[src/sv/assert_macros.svh]
// ----------------------------------------------------------------------------
// assertion macros
// shared concurrent assertion forms for the priority queue
// ----------------------------------------------------------------------------
`ifndef ASSERT_MACROS_SVH
`define ASSERT_MACROS_SVH

// same-cycle implication, disabled while reset is low
`define SMPQ_ASSERT_IMP(lbl, ck, rn, ante, cons) \
  lbl: assert property (@(posedge ck) disable iff (!rn) (ante) |-> (cons)) \
    else $error("smpq assertion failed");

// next-cycle implication, disabled while reset is low
`define SMPQ_ASSERT_NXT(lbl, ck, rn, ante, cons) \
  lbl: assert property (@(posedge ck) disable iff (!rn) (ante) |=> (cons)) \
    else $error("smpq assertion failed");

`endif

[src/sv/smpq_pkg.sv]
// ----------------------------------------------------------------------------
// smpq_pkg
// types, codes and defaults shared by the priority queue files
// ----------------------------------------------------------------------------
`timescale 1ns / 1ps

package smpq_pkg;

  localparam int DEF_CAPACITY      = 16;
  localparam int DEF_PRIORITY_BITS = 16;

  localparam int DATA_W     = 32;
  localparam int PRIO_FLD_W = 16;
  localparam int OCC_W      = 5;
  localparam int STATUS_W   = 2;

  localparam logic signed [DATA_W-1:0] EMPTY_DATA = 32'hFFFF_FFFF;

  typedef enum logic {
    OP_ENQ = 1'b0,
    OP_DEQ = 1'b1
  } op_t;

  typedef enum logic [STATUS_W-1:0] {
    STAT_OK    = 2'd0,
    STAT_EMPTY = 2'd1,
    STAT_FULL  = 2'd2
  } status_t;

  typedef enum logic [1:0] {
    CS_IDLE,
    CS_EXEC,
    CS_PEND
  } ctrl_state_t;

  // controller to datapath
  typedef struct packed {
    logic capture;
    logic exec;
    logic send;
  } dp_cmd_t;

endpackage

[src/sv/smpq_if.sv]
// ----------------------------------------------------------------------------
// smpq channel interfaces
// request and result channels with valid/ready handshake
// ----------------------------------------------------------------------------
`timescale 1ns / 1ps

interface smpq_in_if;
  import smpq_pkg::*;

  logic                     valid;
  logic                     ready;
  logic                     operation;
  logic signed [DATA_W-1:0] data_in;
  logic [PRIO_FLD_W-1:0]    priority_req;

  modport source (output valid, output operation, output data_in, output priority_req,
                  input ready);
  modport sink (input valid, input operation, input data_in, input priority_req,
                output ready);
endinterface

interface smpq_out_if;
  import smpq_pkg::*;

  logic                     valid;
  logic                     ready;
  logic [STATUS_W-1:0]      status;
  logic signed [DATA_W-1:0] data_out;
  logic [OCC_W-1:0]         occupancy;

  modport source (output valid, output status, output data_out, output occupancy,
                  input ready);
  modport sink (input valid, input status, input data_out, input occupancy,
                output ready);
endinterface

[src/sv/smpq_ctrl.sv]
// ----------------------------------------------------------------------------
// smpq_ctrl
// sequencer for the priority queue: capture, execute, hand off result
// ----------------------------------------------------------------------------
`timescale 1ns / 1ps

module smpq_ctrl (
  input  logic              clk,
  input  logic              rst_n,
  input  logic              in_valid,
  output logic              in_ready,
  output logic              out_valid,
  input  logic              out_ready,
  output smpq_pkg::dp_cmd_t cmd
);
  import smpq_pkg::*;

  ctrl_state_t state_r, state_nxt;
  logic        out_valid_r, out_valid_nxt;
  logic        slot_free;

  assign slot_free = !out_valid_r || out_ready;

  always_comb begin
    state_nxt = state_r;
    unique case (state_r)
      CS_IDLE: begin
        if (in_valid) state_nxt = CS_EXEC;
      end
      CS_EXEC: state_nxt = CS_PEND;
      CS_PEND: begin
        if (slot_free) state_nxt = CS_IDLE;
      end
      default: state_nxt = CS_IDLE;
    endcase
  end

  always_comb begin
    in_ready    = 1'b0;
    cmd.capture = 1'b0;
    cmd.exec    = 1'b0;
    cmd.send    = 1'b0;
    unique case (state_r)
      CS_IDLE: begin
        in_ready    = 1'b1;
        cmd.capture = in_valid;
      end
      CS_EXEC: cmd.exec = 1'b1;
      CS_PEND: cmd.send = slot_free;
      default: ;
    endcase
  end

  // result register holds until the sink takes the beat
  always_comb begin
    out_valid_nxt = out_valid_r;
    if (cmd.send) out_valid_nxt = 1'b1;
    else if (out_ready) out_valid_nxt = 1'b0;
  end

  always_ff @(posedge clk) begin
    if (!rst_n) begin
      state_r     <= CS_IDLE;
      out_valid_r <= 1'b0;
    end else begin
      state_r     <= state_nxt;
      out_valid_r <= out_valid_nxt;
    end
  end

  assign out_valid = out_valid_r;

endmodule

[src/sv/smpq_dp.sv]
// ----------------------------------------------------------------------------
// smpq_dp
// sorted cell array, request latch, pending and output result registers
// ----------------------------------------------------------------------------
`timescale 1ns / 1ps

module smpq_dp #(
  parameter int CAPACITY      = smpq_pkg::DEF_CAPACITY,
  parameter int PRIORITY_BITS = smpq_pkg::DEF_PRIORITY_BITS,
  localparam int CNT_W        = $clog2(CAPACITY + 1)
) (
  input  logic                               clk,
  input  logic                               rst_n,
  input  smpq_pkg::dp_cmd_t                  cmd,
  input  logic                               operation,
  input  logic signed [smpq_pkg::DATA_W-1:0] data_in,
  input  logic [smpq_pkg::PRIO_FLD_W-1:0]    priority_req,
  output logic [smpq_pkg::STATUS_W-1:0]      status,
  output logic signed [smpq_pkg::DATA_W-1:0] data_out,
  output logic [smpq_pkg::OCC_W-1:0]         occupancy,
  output logic [CNT_W-1:0]                   count
);
  import smpq_pkg::*;

  logic                     req_op_r;
  logic signed [DATA_W-1:0] req_data_r;
  logic [PRIORITY_BITS-1:0] req_pri_r;
  logic [31:0]              pri_ext;

  logic signed [DATA_W-1:0] cell_data_r [CAPACITY];
  logic [PRIORITY_BITS-1:0] cell_pri_r  [CAPACITY];
  logic [CNT_W-1:0]         count_r, count_nxt;

  logic [CAPACITY-1:0]      behind;
  logic                     full, empty, do_ins, do_deq;

  status_t                  pend_status_r, pend_status_nxt;
  logic signed [DATA_W-1:0] pend_data_r, pend_data_nxt;
  logic [OCC_W-1:0]         pend_occ_r;

  logic [STATUS_W-1:0]      out_status_r;
  logic signed [DATA_W-1:0] out_data_r;
  logic [OCC_W-1:0]         out_occ_r;

  // priority bits above PRIORITY_BITS are dropped, missing ones read as zero
  assign pri_ext = {{(32 - PRIO_FLD_W){1'b0}}, priority_req};

  always_ff @(posedge clk) begin
    if (cmd.capture) begin
      req_op_r   <= operation;
      req_data_r <= data_in;
      req_pri_r  <= pri_ext[PRIORITY_BITS-1:0];
    end
  end

  assign full   = (count_r == CNT_W'(CAPACITY));
  assign empty  = (count_r == '0);
  assign do_ins = cmd.exec && (req_op_r == OP_ENQ) && !full;
  assign do_deq = cmd.exec && (req_op_r == OP_DEQ) && !empty;

  // a cell sits behind the new entry when it is unused or strictly larger
  for (genvar k = 0; k < CAPACITY; k++) begin : g_cmp
    assign behind[k] = (CNT_W'(k) >= count_r) || (cell_pri_r[k] > req_pri_r);
  end

  for (genvar k = 0; k < CAPACITY; k++) begin : g_cell
    always_ff @(posedge clk) begin
      if (do_ins && behind[k]) begin
        if (k == 0) begin
          cell_data_r[k] <= req_data_r;
          cell_pri_r[k]  <= req_pri_r;
        end else if (!behind[(k == 0) ? 0 : k - 1]) begin
          cell_data_r[k] <= req_data_r;
          cell_pri_r[k]  <= req_pri_r;
        end else begin
          cell_data_r[k] <= cell_data_r[(k == 0) ? 0 : k - 1];
          cell_pri_r[k]  <= cell_pri_r[(k == 0) ? 0 : k - 1];
        end
      end else if (do_deq && (k < CAPACITY - 1)) begin
        cell_data_r[k] <= cell_data_r[(k < CAPACITY - 1) ? k + 1 : k];
        cell_pri_r[k]  <= cell_pri_r[(k < CAPACITY - 1) ? k + 1 : k];
      end
    end
  end

  always_comb begin
    count_nxt       = count_r;
    pend_status_nxt = STAT_OK;
    pend_data_nxt   = '0;
    if (req_op_r == OP_ENQ) begin
      if (full) pend_status_nxt = STAT_FULL;
      else count_nxt = count_r + CNT_W'(1);
    end else begin
      if (empty) begin
        pend_status_nxt = STAT_EMPTY;
        pend_data_nxt   = EMPTY_DATA;
      end else begin
        pend_data_nxt = cell_data_r[0];
        count_nxt     = count_r - CNT_W'(1);
      end
    end
  end

  always_ff @(posedge clk) begin
    if (!rst_n) begin
      count_r <= '0;
    end else if (cmd.exec) begin
      count_r <= count_nxt;
    end
  end

  always_ff @(posedge clk) begin
    if (cmd.exec) begin
      pend_status_r <= pend_status_nxt;
      pend_data_r   <= pend_data_nxt;
      pend_occ_r    <= OCC_W'(count_nxt);
    end
    if (cmd.send) begin
      out_status_r <= pend_status_r;
      out_data_r   <= pend_data_r;
      out_occ_r    <= pend_occ_r;
    end
  end

  assign status    = out_status_r;
  assign data_out  = out_data_r;
  assign occupancy = out_occ_r;
  assign count     = count_r;

endmodule

[src/sv/stable_min_priority_queue.sv]
// ----------------------------------------------------------------------------
// stable_min_priority_queue
// result path: request latch, pending result register, output result register
// requests: a new request is accepted only in idle, once the capture/execute/hand-off
//   sequence of the last one is through; the hand-off waits while the sink holds the result register
// reset: synchronous active-low rst_n clears the entry count and handshake state
// ----------------------------------------------------------------------------
`timescale 1ns / 1ps
`include "assert_macros.svh"

module stable_min_priority_queue #(
  parameter int CAPACITY      = smpq_pkg::DEF_CAPACITY,
  parameter int PRIORITY_BITS = smpq_pkg::DEF_PRIORITY_BITS
) (
  input logic        clk,
  input logic        rst_n,
  smpq_in_if.sink    in_chan,
  smpq_out_if.source out_chan
);
  import smpq_pkg::*;

  localparam int CNT_W = $clog2(CAPACITY + 1);

  dp_cmd_t          cmd;
  logic [CNT_W-1:0] count;

  smpq_ctrl u_ctrl (
    .clk       (clk),
    .rst_n     (rst_n),
    .in_valid  (in_chan.valid),
    .in_ready  (in_chan.ready),
    .out_valid (out_chan.valid),
    .out_ready (out_chan.ready),
    .cmd       (cmd)
  );

  smpq_dp #(
    .CAPACITY      (CAPACITY),
    .PRIORITY_BITS (PRIORITY_BITS)
  ) u_dp (
    .clk          (clk),
    .rst_n        (rst_n),
    .cmd          (cmd),
    .operation    (in_chan.operation),
    .data_in      (in_chan.data_in),
    .priority_req (in_chan.priority_req),
    .status       (out_chan.status),
    .data_out     (out_chan.data_out),
    .occupancy    (out_chan.occupancy),
    .count        (count)
  );

  // busy after every accepted request beat
  `SMPQ_ASSERT_NXT(a_busy_after_accept, clk, rst_n, in_chan.valid && in_chan.ready, !in_chan.ready)
  // execute step only right after a capture
  `SMPQ_ASSERT_IMP(a_exec_after_capture, clk, rst_n, cmd.exec, $past(cmd.capture))
  // count never passes capacity
  `SMPQ_ASSERT_IMP(a_count_bound, clk, rst_n, 1'b1, count <= CNT_W'(CAPACITY))
  // a refused enqueue reports zero data
  `SMPQ_ASSERT_IMP(a_full_data_zero, clk, rst_n, out_chan.valid && (out_chan.status == STAT_FULL), out_chan.data_out == '0)

endmodule

[src/flat_wrapper.sv]
// flat-port wrapper written by rule: the top's interface ports become plain ports
module stable_min_priority_queue_flat import smpq_pkg::*;
#(
  parameter int CAPACITY      = smpq_pkg::DEF_CAPACITY,
  parameter int PRIORITY_BITS = smpq_pkg::DEF_PRIORITY_BITS
)
  (clk, rst_n, in_chan_valid, in_chan_operation, in_chan_data_in, in_chan_priority_req, in_chan_ready, out_chan_valid, out_chan_status, out_chan_data_out, out_chan_occupancy, out_chan_ready);
  smpq_in_if in_chan_i ();
  smpq_out_if out_chan_i ();
  input logic clk;
  input logic rst_n;
  input wire logic [$bits(in_chan_i.valid)-1:0] in_chan_valid;
  input wire logic [$bits(in_chan_i.operation)-1:0] in_chan_operation;
  input wire logic [$bits(in_chan_i.data_in)-1:0] in_chan_data_in;
  input wire logic [$bits(in_chan_i.priority_req)-1:0] in_chan_priority_req;
  output wire logic [$bits(in_chan_i.ready)-1:0] in_chan_ready;
  output wire logic [$bits(out_chan_i.valid)-1:0] out_chan_valid;
  output wire logic [$bits(out_chan_i.status)-1:0] out_chan_status;
  output wire logic [$bits(out_chan_i.data_out)-1:0] out_chan_data_out;
  output wire logic [$bits(out_chan_i.occupancy)-1:0] out_chan_occupancy;
  input wire logic [$bits(out_chan_i.ready)-1:0] out_chan_ready;
  assign in_chan_i.valid = in_chan_valid;
  assign in_chan_i.operation = in_chan_operation;
  assign in_chan_i.data_in = in_chan_data_in;
  assign in_chan_i.priority_req = in_chan_priority_req;
  assign in_chan_ready = in_chan_i.ready;
  assign out_chan_valid = out_chan_i.valid;
  assign out_chan_status = out_chan_i.status;
  assign out_chan_data_out = out_chan_i.data_out;
  assign out_chan_occupancy = out_chan_i.occupancy;
  assign out_chan_i.ready = out_chan_ready;
  stable_min_priority_queue #(.CAPACITY(CAPACITY), .PRIORITY_BITS(PRIORITY_BITS)) u_core (.clk(clk), .rst_n(rst_n), .in_chan(in_chan_i), .out_chan(out_chan_i));
endmodule
[config.mk]
export PLATFORM = sky130hd
export DESIGN_NAME = stable_min_priority_queue_flat
export DESIGN_NICKNAME = d
export VERILOG_FILES = /design/src/sv/smpq_pkg.sv /design/src/sv/smpq_if.sv /design/src/sv/smpq_ctrl.sv /design/src/sv/smpq_dp.sv /design/src/sv/stable_min_priority_queue.sv /design/src/flat_wrapper.sv
export VERILOG_INCLUDE_DIRS = /design/src /design/src/sv
export SDC_FILE = /design/constraint.sdc
export NUM_CORES = 2
export LEC_CHECK = 0
export BUFFER_PORTS_ARGS = -buffer_cell sky130_fd_sc_hd__buf_2
export CAP_MARGIN = 20
export CORE_ASPECT_RATIO = 1.1
export CORE_UTILIZATION = 41
export DETAILED_ROUTE_END_ITERATION = 6
export SLEW_MARGIN = 30
export SYNTH_ARGS = -nofsm -noshare
export SYNTH_HDL_FRONTEND = slang
export SYNTH_SLANG_ARGS = --single-unit
[constraint.sdc]
create_clock -name clk -period 17.69 [get_ports clk]
set_input_delay 4.4225 -clock clk [delete_from_list [all_inputs] [get_ports clk]]
set_output_delay 4.4225 -clock clk [all_outputs]
set_load 0.01 [all_outputs]
# Word level (Yosys, flattened, before mapping)
# Memory sizes are Yosys's and may differ from the RTL's.
# Cells that the tools add are included.
# W data, S select, Z words.
[op_classes]
n_addsub = 2
n_bitwise = 61
n_lt_le_gt_ge = 32
eq_ne = 5
n_mux = 199
n_reduce_logical = 44
[op_table]
columns = ["op", "n"]
rows = [
  ["$mux W32", 31],
  ["$mux W16", 30],
  ["$gt A16 B16 Y1", 16],
  ["$mux W1", 130],
  ["$or A1 B1 Y1", 60],
  ["$ge A4 B5 Y1 const A", 8],
  ["$ge A3 B5 Y1 const A", 4],
  ["$logic_and A1 B1 Y1", 20],
  ["$logic_or A1 B1 Y1", 17],
  ["$mux W5", 3],
  ["$ge A1 B5 Y1 const A", 2],
  ["$ge A2 B5 Y1 const A", 2],
  ["$mux W2", 4],
  ["$pmux W2 S3", 1],
  ["$add A5 B1 Y5 const B", 1],
  ["$eq A5 B5 Y1 const B", 1],
  ["$logic_not A5 Y1", 1],
  ["$sub A5 B1 Y5 const B", 1],
  ["$ne A2 B2 Y1 const B", 2],
  ["$logic_not A1 Y1", 3],
  ["$eq A2 B1 Y1 const B", 1],
  ["$eq A2 B2 Y1 const B", 1],
  ["$logic_not A2 Y1", 1],
  ["$reduce_and A2 Y1", 1],
  ["other kinds (2)", 2],
]
[word_totals]
ram_bits = 768
mem_count = 2
output_inout_bits = 41
register_bits = 135
[memory_table]
columns = ["name", "depth", "width", "rd", "rd_clocked_by_memory_dff", "wr", "line_no", "rtl"]
rows = [
  ["u_core.u_dp.cell_data_r", 16, 32, 16, 0, 16, "smpq_dp.sv:30", "logic signed [DATA_W-1:0] cell_data_r [CAPACITY];"],
  ["u_core.u_dp.cell_pri_r", 16, 16, 16, 0, 16, "smpq_dp.sv:31", "logic [PRIORITY_BITS-1:0] cell_pri_r [CAPACITY];"],
]

# Logic depth before layout (Yosys ltp)
[depth]
word_depth = 9
ltp_mapped = 12

# By module
# Synthesis repeated with hierarchy kept, for this count alone.
[hier_totals]
cells_unflattened = 3600
hier_area_um2 = 45055.7
[by_module_without_submodules]
columns = ["module", "n_inst", "area_each_um2", "cells_each", "seq_area_each_um2"]
rows = [
  ["smpq_dp", 1, 44909.3, 3586, 26975.9],
  ["smpq_ctrl", 1, 146.4, 14, 60.1],
]

# Worst setup path after synthesis
# Ideal clock, no wire load.
[synth_timing]
kind = "input port to flip-flop"
from = "in out_chan_ready"
to = "reg u_core.u_dp.out_data_r[0], in the netlist u_core.u_dp.data_out[0] (enable)"
path_stages = 2
n_path_buf = 0
slack_ns = 10.941
arrival_ns = 6.309
cell_sequence = "nand2b_1 nor2b_1"
[synth_rtl]
columns = ["item", "line_no", "rtl"]
rows = [
  ["from (decl)", "flat_wrapper.sv:21", "input wire logic [$bits(out_chan_i.ready)-1:0] out_chan_ready;"],
  ["to (signal assigned)", "smpq_dp.sv:120", "out_data_r <= pend_data_r;"],
  ["to (decl)", "smpq_dp.sv:42", "logic signed [DATA_W-1:0] out_data_r;"],
]

# Final worst setup path
[layout_timing]
from = "reg u_core.u_ctrl.state_r[1]"
to = "out in_chan_ready"
[layout_via]
elab_chain_cells = 2
[layout_lines]
columns = ["item", "line_no", "rtl"]
rows = [
  ["from (decl)", "smpq_ctrl.sv:18", "ctrl_state_t state_r, state_nxt;"],
  ["from (signal assigned)", "smpq_ctrl.sv:66", "state_r <= state_nxt;"],
  ["$logic_not A2 Y1", "smpq_ctrl.sv:43", "unique case (state_r)"],
  ["$mux W1", "smpq_ctrl.sv:43", ""],
  ["to (decl)", "flat_wrapper.sv:16", "output wire logic [$bits(in_chan_i.ready)-1:0] in_chan_ready;"],
]
# Every way passes these cells.

==> results.md <==
- Antenna-violating nets left: 0
- Placer Congestion: 0.883
- FFs w/ async S/R, synth: 0%
- Detailed router's first-iteration violation count: 3843
- Seq cells post-synth: 903
- CTS tree: built
- Final wirelength: 140 mm
- Count of cell types in the netlist: 75
- CTS Buffer Depth: 3
- Crit end category: output port
- Period Utilization, post-route: 32.4%
- Vias: 33200
- Via density: 6.31
- Clk pin slew, worst setup/hold paths: 60 ps
- Cell Pwr Density: 104 nW/um2
- Syn Inst Count: 3708
- Critical path type: reg2out
- Vias in the first global route: 31800
- Setup bufs post-CTS: 0
- Global-route wire length before repair: 207 mm
- # hold bufs at CTS: 0
- # Max-Cap Violations: 0
- Final min period: 5730 ps
- Required time of the critical path: 13270 ps
- Largest net degree at the start of global routing: 107
- Post-synth EDFFs: 895
- CP Data Arrival Time: 1300 ps
- Share of layout cells above drive strength 1: 10.8%
- Sequential fraction of the synthesis area: 59.1%
- Total CTS buffers: 99
- Final nets: 3996
- TritonCTS Sinks: 903
- Drt drc: 0
- Mean Syn Cell Area: 12.3 um2
- Fin. Hold Viols: 0
- Width of the die: 320 um
- Area added between synthesis and finish: 11.5%
- CP startpoint kind: flop
- Min-delay worst type: reg2reg
- PortBufs: 93
- Die Ht: 352 um
- Setup_tns: 0 ps
- Tightest Pin Transition: 1050 ps
- Static Leak: 17.8 nW
- RSZ-0062 raised after global routing: no
- Run status: finished clean
- # setup viols final: 0
- Initial antenna violation count: 2
- Most frequent cells in the layout: 895 x edfxtp_1, 388 x nand2_1, 322 x a22oi_1, 261 x ha_1, 194 x o21ai_0
- Wire per inst: 26.7 um
- Slew HR: 29.9%
- Total track usage: 24.4%
- CTS Root Cell: clkbuf_16
- Fin. max-slew vios: 0
- Yosys warns: 0
- Initial DRT Pass Iterations: 7
- Total gr overflow: 0
- H-Tree Depth: 3
- Synth Flop Type: edfxtp_1
- Commonest non-fill, non-tap cell in the layout: edfxtp_1
- I/O Pins: 94
- Overall power: 5.32 mW
- Critical path fanouts, max: 3
- Core Region: 111000 um2
- Mapped cell area: 45700 um2
- N_diodes: 0
- Fin Clk Skew: 45.2 ps
- Clock insertion delay at the later pin of the skew report: 710 ps
- Rows: 128
- Max Fclk: 0.175 GHz
- Peak VDD IR: 0.0871 mV
- Post-cts repair resize count: 0
- Synthesized Nets: 4022
- Die Area: 113000 um2
- HPWL Detailed: 84.8 mm
- Starting density of the core: 41.3%
-- layout make-up --
| cell class | instances | area, um2 |
|---|---|---|
| Clock buffer | 126 | 2600 |
| Clock inverter | 55 | 602 |
| Fill cell | 9939 | 59700 |
| Inverter | 42 | 159 |
| Multi-Input combinational cell | 2468 | 17600 |
| Sequential cell | 903 | 27000 |
| Tap cell | 1495 | 1870 |
| Timing Repair Buffer | 168 | 1110 |
-- state kept, by name, indices dropped and copies added (netlist names), 16 cells and up --
signal,flops
u_core.u_dp.cell_data_r,512
u_core.u_dp.cell_pri_r,256
u_core.u_dp.data_out,32
u_core.u_dp.pend_data_r,32
u_core.u_dp.req_data_r,32
u_core.u_dp.req_pri_r,16
-- power breakdown --
group | internal, mW | switching, mW
Sequential | 2.54 | 0.0907
Combinational | 0.215 | 0.412
Clock | 1.18 | 0.894
-- Yosys cell counts, drive strengths merged, types with 4 or more instances --
master | count | area, um2
a211o | 4 | 35.0
a211oi | 9 | 77.6
a21boi | 12 | 90.1
a21o | 125 | 938
a21oi | 148 | 748
a221o | 162 | 1620
a22o | 98 | 858
a22oi | 322 | 2420
a31oi | 4 | 25.0
and2 | 52 | 328
and3 | 51 | 319
and4 | 6 | 52.6
buf | 141 | 691
clkbuf | 154 | 578
dfxtp | 8 | 160
edfxtp | 895 | 26900
ha | 261 | 3270
inv | 41 | 154
mux2 | 49 | 552
nand2 | 395 | 1480
nand2b | 4 | 25.0
nand3 | 19 | 95.1
nand4 | 49 | 307
nor2 | 108 | 418
nor2b | 16 | 100
nor3 | 33 | 190
nor4 | 10 | 68.8
o211ai | 107 | 803
o21a | 8 | 60.1
o21ai | 320 | 1600
o221ai | 6 | 52.6
o31ai | 40 | 305
or2 | 7 | 43.8
xnor2 | 4 | 35.0
-- cell families (layout without fill, tap and decap cells) --
group / count (synthesis) / count (layout) / share of synthesized area [%]
AOI/OAI and AO/OA: 1390 / 1390 / 21.6
muxes: 49 / 49 / 1.21
and+or+nand+nor: 764 / 764 / 7.74
xor gates and xnor gates: 4 / 4 / 0.0766
adders and majority gates: 261 / 261 / 7.14
DFF: 903 / 903 / 59.1
buffers and inverters: 337 / 391 / 3.12
-- routing by layer --
metal  part of all wire (%)  up-vias  GRT usage (%)
li1                       -    14800              -
met1                     41    16600           32.8
met2                     47     1542           39.1
met3                    7.8      251           4.04
met4                    4.0        0           9.86
met5                      0        -              0
-- critical path, stage by stage, from the launching register on --
cell     delay (ps)
dfxtp_1         320
nor2_1          160
buf_2           160
-- path summary, 6_finish.rpt --
| kind | start | end | slack [ps] | cells after the start |
|---|---|---|---|---|
| max reg2reg | u_core.u_ctrl.state_r[1]$_SDFFE_PN0P_ | u_core.u_dp.cell_pri_r[1][39]$_DFFE_PP_ | 12520 | 7 |
| max | u_core.u_ctrl.state_r[1]$_SDFFE_PN0P_ | in_chan_ready | 11960 | 2 |
| min | u_core.u_dp.pend_occ_r[0]$_DFFE_PN_ | u_core.u_dp.occupancy[0]$_DFFE_PP_ | 400 | 0 |
| min reg2reg | u_core.u_dp.pend_occ_r[0]$_DFFE_PN_ | u_core.u_dp.occupancy[0]$_DFFE_PP_ | 400 | 0 |
-- stage by stage --
| step | std cells | utilization [%] | setup WS, ps | hold WS [ps] | instance area, um2 |
|---|---|---|---|---|---|
| floorplan | 3708 | - | 10940 | 400 | 45700 |
| global placement | 5072 | 43.0 | 11790 | 407 | 47600 |
| detailed placement | 5073 | 43.1 | 11820 | 405 | 47700 |
| CTS | 5254 | 46.0 | 11920 | 395 | 50900 |
| global route | 5257 | 46.1 | 11880 | 413 | 51000 |
| finish | 5257 | 46.1 | 11960 | 397 | 51000 |
(Power assumes the default switching activity.)
